===== config.mk =====
export PLATFORM = sky130hd
export DESIGN_NAME = microwire_eeprom_master_unit
export DESIGN_NICKNAME = d
export VERILOG_FILES = /design/src/rtl/core/mwee_pkg.sv /design/src/rtl/core/microwire_eeprom_master_unit.sv
export SDC_FILE = /design/constraint.sdc
export NUM_CORES = 1
export LEC_CHECK = 0
export ABC_AREA = 1
export BUFFER_PORTS_ARGS = -buffer_cell sky130_fd_sc_hd__buf_2
export CAP_MARGIN = 20
export CORE_UTILIZATION = 44
export CTS_CLUSTER_DIAMETER = 80
export DETAILED_ROUTE_END_ITERATION = 7
export GPL_TIMING_DRIVEN = 1
export PLACE_DENSITY = 0.73
export SLEW_MARGIN = 40
export SYNTH_ARGS = -nofsm -noshare
export SYNTH_HDL_FRONTEND = slang
export SYNTH_SLANG_ARGS = --single-unit

===== constraint.sdc =====
create_clock -name aclk -period 5.5 [get_ports aclk]
set_input_delay 0.275 -clock aclk [delete_from_list [all_inputs] [get_ports aclk]]
set_output_delay 0.275 -clock aclk [all_outputs]
set_load 0.02 [all_outputs]

===== src/rtl/core/mwee_pkg.sv =====
`default_nettype none

package mwee_pkg;

    // Widths of the fixed item fields.
    localparam int KIND_W    = 3;
    localparam int ADDR_IN_W = 8;
    localparam int WORD_IN_W = 16;
    localparam int STATUS_W  = 2;

    typedef logic [KIND_W-1:0]    kind_t;
    typedef logic [STATUS_W-1:0]  status_t;
    typedef logic [ADDR_IN_W-1:0] addr_in_t;
    typedef logic [WORD_IN_W-1:0] word_in_t;

    // Item kinds. Codes six and seven behave as a tick.
    localparam kind_t KIND_TICK    = 3'd0;
    localparam kind_t KIND_READ    = 3'd1;
    localparam kind_t KIND_WRITE   = 3'd2;
    localparam kind_t KIND_WREN    = 3'd3;
    localparam kind_t KIND_WRDIS   = 3'd4;
    localparam kind_t KIND_ERAL    = 3'd5;

    // Result status codes.
    localparam status_t STAT_OK      = 2'd0;
    localparam status_t STAT_REJECT  = 2'd1;
    localparam status_t STAT_NO_ZERO = 2'd2;

    // Two-bit opcodes sent after the start bit.
    localparam logic [1:0] OPC_READ  = 2'b10;
    localparam logic [1:0] OPC_WRITE = 2'b01;
    localparam logic [1:0] OPC_EXT   = 2'b00;

    // Top two address bits that select an extended command.
    localparam logic [1:0] EXT_WREN  = 2'b11;
    localparam logic [1:0] EXT_ERAL  = 2'b10;
    localparam logic [1:0] EXT_WRDIS = 2'b00;

endpackage

`default_nettype wire


===== src/rtl/core/microwire_eeprom_master_unit.sv =====
// Bit-slot master for a 93C66-style three-wire serial EEPROM in word mode.
// The input channel (s_valid/s_ready) carries one word per slot: a command
// word (read, write, write enable, write disable, erase all) loads a frame
// of start bit, opcode, address and, for a write, data, all sent MSB first;
// a tick word advances the bus by one bit slot and carries the sampled
// level of the EEPROM data-out pin. Each accepted word yields exactly one
// result word on the output channel (m_valid/m_ready) with the pin levels
// for that slot, busy and done flags, read data and a status code.
// A command that arrives while a sequence is running is rejected with
// status 1 and leaves the sequence untouched.
// The result of an accepted word is registered and offered in the cycle
// after it is accepted. The sequencer state and the result register are
// updated by one level of logic, so a new word is taken every cycle while
// the receiver keeps m_ready high; s_ready is high whenever the result
// register is empty or is being emptied in the same cycle.
// When the receiver stalls, the pending result is held and s_ready drops
// until it is taken. A synchronous active-low reset returns the sequencer
// to idle and empties the result register; no clearing pass is needed.
`default_nettype none

module microwire_eeprom_master_unit #(
    parameter int ADDR_BITS = 8,
    parameter int WORD_BITS = 16
) (
    input  wire                    aclk,
    input  wire                    aresetn,

    input  wire                    s_valid,
    output logic                   s_ready,
    input  wire  mwee_pkg::kind_t  s_kind,
    input  wire  mwee_pkg::addr_in_t s_word_address,
    input  wire  mwee_pkg::word_in_t s_write_word,
    input  wire                    s_serial_out_level,

    output logic                   m_valid,
    input  wire                    m_ready,
    output logic                   m_select_level,
    output logic                   m_serial_in_level,
    output logic                   m_clock_pulse,
    output logic                   m_busy_res,
    output logic                   m_done_res,
    output mwee_pkg::word_in_t     m_read_word,
    output mwee_pkg::status_t      m_status
);

    import mwee_pkg::*;

    // The frame is kept left-justified, so the next bit is always the MSB.
    localparam int FRAME_W   = 3 + ADDR_BITS + WORD_BITS;
    localparam int CNT_W     = $clog2(FRAME_W + 1);
    localparam int SHORT_LEN = 3 + ADDR_BITS;
    localparam int LONG_LEN  = FRAME_W;

    typedef enum logic [2:0] {
        PH_IDLE,
        PH_SEND,
        PH_CHECK,
        PH_READ,
        PH_DESEL,
        PH_POLL
    } phase_t;

    phase_t               phase_reg,  phase_next;
    logic [FRAME_W-1:0]   frame_reg,  frame_next;
    logic [CNT_W-1:0]     count_reg,  count_next;
    logic [WORD_BITS-1:0] rshift_reg, rshift_next;
    kind_t                op_reg,     op_next;

    logic     m_valid_reg;
    logic     sel_reg,  sel_next;
    logic     din_reg,  din_next;
    logic     clk_reg,  clk_next;
    logic     busy_reg, busy_next;
    logic     done_reg, done_next;
    word_in_t rword_reg, rword_next;
    status_t  stat_reg, stat_next;

    logic                 accept;
    logic                 is_cmd;
    logic [ADDR_BITS-1:0] addr_field;
    logic [WORD_BITS-1:0] data_field;
    logic [ADDR_BITS-1:0] cmd_field;
    logic [1:0]           opcode;
    logic [CNT_W-1:0]     count_dec;
    logic [WORD_BITS-1:0] rshift_in;

    assign s_ready = !m_valid_reg || m_ready;
    assign accept  = s_valid && s_ready;

    assign is_cmd     = s_kind inside {KIND_READ, KIND_WRITE, KIND_WREN, KIND_WRDIS, KIND_ERAL};
    assign addr_field = ADDR_BITS'(s_word_address);
    assign data_field = WORD_BITS'(s_write_word);
    assign count_dec  = count_reg - CNT_W'(1);
    assign rshift_in  = {rshift_reg[WORD_BITS-2:0], s_serial_out_level};

    // Opcode and address field of the frame for each command.
    always_comb begin
        opcode    = OPC_EXT;
        cmd_field = addr_field;
        case (s_kind)
            KIND_READ: begin
                opcode = OPC_READ;
            end
            KIND_WRITE: begin
                opcode = OPC_WRITE;
            end
            KIND_WREN: begin
                cmd_field = {EXT_WREN, (ADDR_BITS - 2)'(0)};
            end
            KIND_ERAL: begin
                cmd_field = {EXT_ERAL, (ADDR_BITS - 2)'(0)};
            end
            default: begin
                cmd_field = {EXT_WRDIS, (ADDR_BITS - 2)'(0)};
            end
        endcase
    end

    always_comb begin
        phase_next  = phase_reg;
        frame_next  = frame_reg;
        count_next  = count_reg;
        rshift_next = rshift_reg;
        op_next     = op_reg;
        sel_next    = 1'b0;
        din_next    = 1'b0;
        clk_next    = 1'b0;
        busy_next   = 1'b0;
        done_next   = 1'b0;
        rword_next  = '0;
        stat_next   = STAT_OK;

        if (is_cmd && phase_reg != PH_IDLE) begin
            // Rejected: report the live select level and change nothing.
            sel_next  = (phase_reg != PH_DESEL);
            busy_next = 1'b1;
            stat_next = STAT_REJECT;
        end else if (is_cmd) begin
            if (s_kind == KIND_WRITE) begin
                frame_next = {1'b1, opcode, cmd_field, data_field};
                count_next = CNT_W'(LONG_LEN);
            end else begin
                frame_next = {1'b1, opcode, cmd_field, WORD_BITS'(0)};
                count_next = CNT_W'(SHORT_LEN);
            end
            op_next     = s_kind;
            rshift_next = '0;
            phase_next  = PH_SEND;
            sel_next    = 1'b1;
            busy_next   = 1'b1;
        end else begin
            case (phase_reg)
                PH_SEND: begin
                    sel_next   = 1'b1;
                    din_next   = frame_reg[FRAME_W-1];
                    clk_next   = 1'b1;
                    busy_next  = 1'b1;
                    frame_next = {frame_reg[FRAME_W-2:0], 1'b0};
                    count_next = count_dec;
                    if (count_dec == '0) begin
                        if (op_reg == KIND_READ) begin
                            phase_next = PH_CHECK;
                        end else if (op_reg == KIND_WRITE || op_reg == KIND_ERAL) begin
                            phase_next = PH_DESEL;
                        end else begin
                            phase_next = PH_IDLE;
                            busy_next  = 1'b0;
                            done_next  = 1'b1;
                        end
                    end
                end
                PH_CHECK: begin
                    sel_next = 1'b1;
                    if (!s_serial_out_level) begin
                        phase_next  = PH_READ;
                        count_next  = CNT_W'(WORD_BITS);
                        rshift_next = '0;
                        busy_next   = 1'b1;
                    end else begin
                        phase_next = PH_IDLE;
                        done_next  = 1'b1;
                        stat_next  = STAT_NO_ZERO;
                    end
                end
                PH_READ: begin
                    sel_next    = 1'b1;
                    clk_next    = 1'b1;
                    busy_next   = 1'b1;
                    rshift_next = rshift_in;
                    count_next  = count_dec;
                    if (count_dec == '0) begin
                        phase_next = PH_IDLE;
                        busy_next  = 1'b0;
                        done_next  = 1'b1;
                        rword_next = WORD_IN_W'(rshift_in);
                    end
                end
                PH_DESEL: begin
                    // Select stays low for one slot to start the self-timed cycle.
                    phase_next = PH_POLL;
                    busy_next  = 1'b1;
                end
                PH_POLL: begin
                    sel_next = 1'b1;
                    if (!s_serial_out_level) begin
                        clk_next  = 1'b1;
                        busy_next = 1'b1;
                    end else begin
                        phase_next = PH_IDLE;
                        done_next  = 1'b1;
                    end
                end
                default: begin
                end
            endcase
        end
    end

    always_ff @(posedge aclk) begin
        if (!aresetn) begin
            phase_reg   <= PH_IDLE;
            count_reg   <= '0;
            op_reg      <= KIND_TICK;
            m_valid_reg <= 1'b0;
        end else begin
            if (accept) begin
                phase_reg   <= phase_next;
                count_reg   <= count_next;
                op_reg      <= op_next;
                m_valid_reg <= 1'b1;
            end else if (m_ready) begin
                m_valid_reg <= 1'b0;
            end
        end
        if (accept) begin
            frame_reg  <= frame_next;
            rshift_reg <= rshift_next;
            sel_reg    <= sel_next;
            din_reg    <= din_next;
            clk_reg    <= clk_next;
            busy_reg   <= busy_next;
            done_reg   <= done_next;
            rword_reg  <= rword_next;
            stat_reg   <= stat_next;
        end
    end

    assign m_valid           = m_valid_reg;
    assign m_select_level    = sel_reg;
    assign m_serial_in_level = din_reg;
    assign m_clock_pulse     = clk_reg;
    assign m_busy_res        = busy_reg;
    assign m_done_res        = done_reg;
    assign m_read_word       = rword_reg;
    assign m_status          = stat_reg;

`ifndef SYNTHESIS
    // A finishing slot never also reports the sequence as still running.
    a_done_not_busy: assert property (@(posedge aclk) disable iff (!aresetn)
        m_valid |-> !(m_done_res && m_busy_res))
        else $error("done and busy both set");

    // A serial clock pulse is only issued with the chip selected.
    a_clock_needs_select: assert property (@(posedge aclk) disable iff (!aresetn)
        m_valid && m_clock_pulse |-> m_select_level)
        else $error("clock pulse without select");

    // Read data appears only on a successful finishing slot.
    a_read_word_on_done: assert property (@(posedge aclk) disable iff (!aresetn)
        m_valid && m_read_word != '0 |-> m_done_res && m_status == STAT_OK)
        else $error("read data outside a finished read");

    // A rejected command reports busy and does not clock the bus.
    a_reject_shape: assert property (@(posedge aclk) disable iff (!aresetn)
        m_valid && m_status == STAT_REJECT |-> m_busy_res && !m_clock_pulse)
        else $error("malformed reject result");

    // A command taken while idle starts sending its frame.
    a_cmd_starts_send: assert property (@(posedge aclk) disable iff (!aresetn)
        accept && is_cmd && phase_reg == PH_IDLE |=> phase_reg == PH_SEND)
        else $error("command did not start a frame");
`endif

endmodule

`default_nettype wire

==> summary.txt <==
CTS
  • TritonCTS clock tree: built
  • Clk slew on worst S/H paths: 0.08 ns
  • Worst-Skew Late Latency: 0.36 ns
  • # resized after CTS: 0
  • CTS root buf: clkbuf_8
  • CTS Sinks: 77
  • CTS Buf Count: 9
  • Postcts setup bufs: 0
  • CTS Buffer Depth: 2
  • # hold bufs at CTS: 0
  • Clock H-tree levels: 3

Critical path
  • CP endpoint kind: flip-flop
  • Worst EP arrival: 2.04 ns
  • Worst endpoint required time: 5.48 ns
  • Worst Setup Start Kind: flip-flop
  • Worst-path maximum fanout: 25
  • Crit Path Category: flip-flop to flip-flop

Route
  • Routed WL per cell: 12.10 um
  • Remaining DRCs: 0
  • WL final: 6012 um
  • Via/cell ratio: 4.841
  • First-pass iteration count of the detailed router: 6
  • Vias: 2,406
  • Antenna Nets Post-Route: 0
  • Initial detailed-routing violation count: 109

Synth
  • Mean area per synthesized cell: 10.56 sq um
  • Synth cell count leaders: edfxtp_1 (65), nor2_1 (52), nand2_1 (47), inv_1 (44), o21ai_0 (16)
  • Mapped Nets: 365
  • Most common cell in the netlist: edfxtp_1
  • EDFF count, synth: 65
  • Sequential area share after synthesis: 63.11%
  • Synth top area share: 56.20%
  • Post-synthesis async set-or-reset flop share: 0%
  • Yosys top cell by area: edfxtp_1
  • Synthesis-stage register bit count: 77
  • Yosys warns: 0
  • Synth Instances: 329
  • Post-synth top flop: edfxtp_1
  • Top post-synthesis cells by area: edfxtp_1 (56%), dfxtp_1 (6.9%), nor2_1 (5.6%)
  • Cell Area, Synth: 3473 sq um
  • Unique masters post-synth: 32

Power and ir drop
  • Ratio of total power to cell area: 339.9 nW/um^2
  • Leakage power: 1.772 nW
  • Total power draw: 0.001386 W
  • Max VDD drop: 0.2479 mV

Floorplan
  • Core area: 7687 sq um
  • Die width: 90.85 um
  • Top Ports: 57
  • Initial Utilization: 45.18%
  • Cell Rows: 32
  • Die ar.: 8253 sq um
  • Die Span Y: 90.85 um

Layout
  • Multi-input logic area: 1061 sq um
  • # fillers: 737
  • Fin nets: 426
  • Sequential cell area: 2192 sq um
  • Antenna Diode Count: 0
  • Number of flip-flops in the largest register: 27
  • Final Instance Area: 4076 sq um
  • Area grow syn2layout: 17.36%
  • Share of cells above drive strength 1: 27.34%

Timing
  • Tmin final: 2.061 ns
  • Clock Skews: 0.01345 ns
  • RSZ-0062 raised after global routing: no
  • Peak Freq: 485.2 MHz
  • Post-layout worst setup margin: 3.439 ns
  • Endpoints failing setup: 0
  • Slew headroom: 50.52%
  • Tcrit/Tclk final: 37.47%
  • Final hold vios: 0
  • TNS Setup: 0 ns
  • Final-report max-slew violation count: 0
  • Worst-margin pin slew: 0.7414 ns

Global route
  • Vias in the first global route: 2,228
  • Tot GR Track Use: 16.13%
  • First-pass GRT wire length: 10,440 um
  • Largest net degree at the start of global routing: 37
  • Total congestion overflow: 0
  • Initial antenna violation count: 0

Run status
  • Status: complete, no violations

Job
  • Max_cap viols: 0

Placed design
  • Placed wire-length estimate: 4265 um
  • DP Worst Slack: 3.191 ns
  • GPL Wtd Cong: 0.8627
  • Placed cell area: 3860 sq um
  • Port bufs: 56

Worst hold path
  • HP Class: input pin to flip-flop
==> cells in the final DEF (no fill, tap or decap), types with 3 or more instances in the layout <==
cell and n:
o21ai_0 16, dfxtp_1 12, nand3_1 11, clkbuf_8 9, a21oi_1 10, buf_2 56, ha_1 4, nand2_2 7
nor2_2 3, o21ai_1 3, nand4_1 4, a22o_1 15, or2_2 3, edfxtp_1 65, inv_2 8, nor2_1 52
a21oi_2 3, inv_1 43, nand2_1 47
==> metal layers <==
| metal | part of all wire (%) | vias up | global-route usage, % |
|---|---|---|---|
| li1 | - | 1225 | - |
| met2 | 45 | 75 | 25.00 |
| met4 | 1.3 | 0 | 5.556 |
| met1 | 47 | 1099 | 21.84 |
| met5 | 0 | - | 0 |
| met3 | 6.2 | 7 | 4.461 |
==> worst paths after layout <==
kind | startpoint | endpoint | slack, ns | cells after the start
min | m_ready | m_valid$_SDFFE_PN0P_ | 0.21 | 4
min reg2reg | op_reg[0]$_SDFFE_PN0P_ | op_reg[0]$_SDFFE_PN0P_ | 0.49 | 2
max reg2reg | m_valid$_SDFFE_PN0P_ | rshift_reg[1]$_SDFFCE_PP0P_ | 3.44 | 5
max | m_valid$_SDFFE_PN0P_ | rshift_reg[1]$_SDFFCE_PP0P_ | 3.44 | 5
==> power breakdown <==
group          switching (W)  internal [W]  leakage [nW]
registers          0.0000211      0.000704         0.732
clock network       0.000229      0.000175        0.0943
logic               0.000170     0.0000868         0.946
==> metrics by stage <==
step / cells / hold WS [ns] / util [%]
floorplan: 329 / 0.4168 / -
global placement: 480 / 0.4733 / 50.11
detailed placement: 480 / 0.4811 / 50.21
CTS: 496 / 0.1975 / 52.67
global route: 497 / 0.2010 / 53.03
finish: 497 / 0.2051 / 53.03
==> layout make-up <==
| type | instances | area share, % |
|---|---|---|
| Clock buffer | 9 | 3.039 |
| Clock inverter | 7 | 1.596 |
| Inverter | 51 | 4.696 |
| Multi-Input combinational cell | 193 | 26.03 |
| Sequential cell | 77 | 53.78 |
| Tap cell | 102 | 3.131 |
| Timing Repair Buffer | 58 | 7.735 |
==> critical path, stage by stage, from the launching register on <==
cell	delay (ns)
dfxtp_1	0.31
nand2_1	0.09
nand2_1	0.08
inv_2	0.39
nand2_4	0.15
a211oi_4	0.66
==> logic make-up (layout without fill, tap and decap cells) <==
kind of cell	after synthesis	in the layout	synth area share, %
simple gates	137	137	18.88
flops	77	77	63.11
buf+inv	59	125	6.808
compound gates	51	51	9.510
fa+ha+maj	4	4	1.441
xor+xnor	1	1	0.2522
Note: power is estimated with default switching activity, not from simulation.
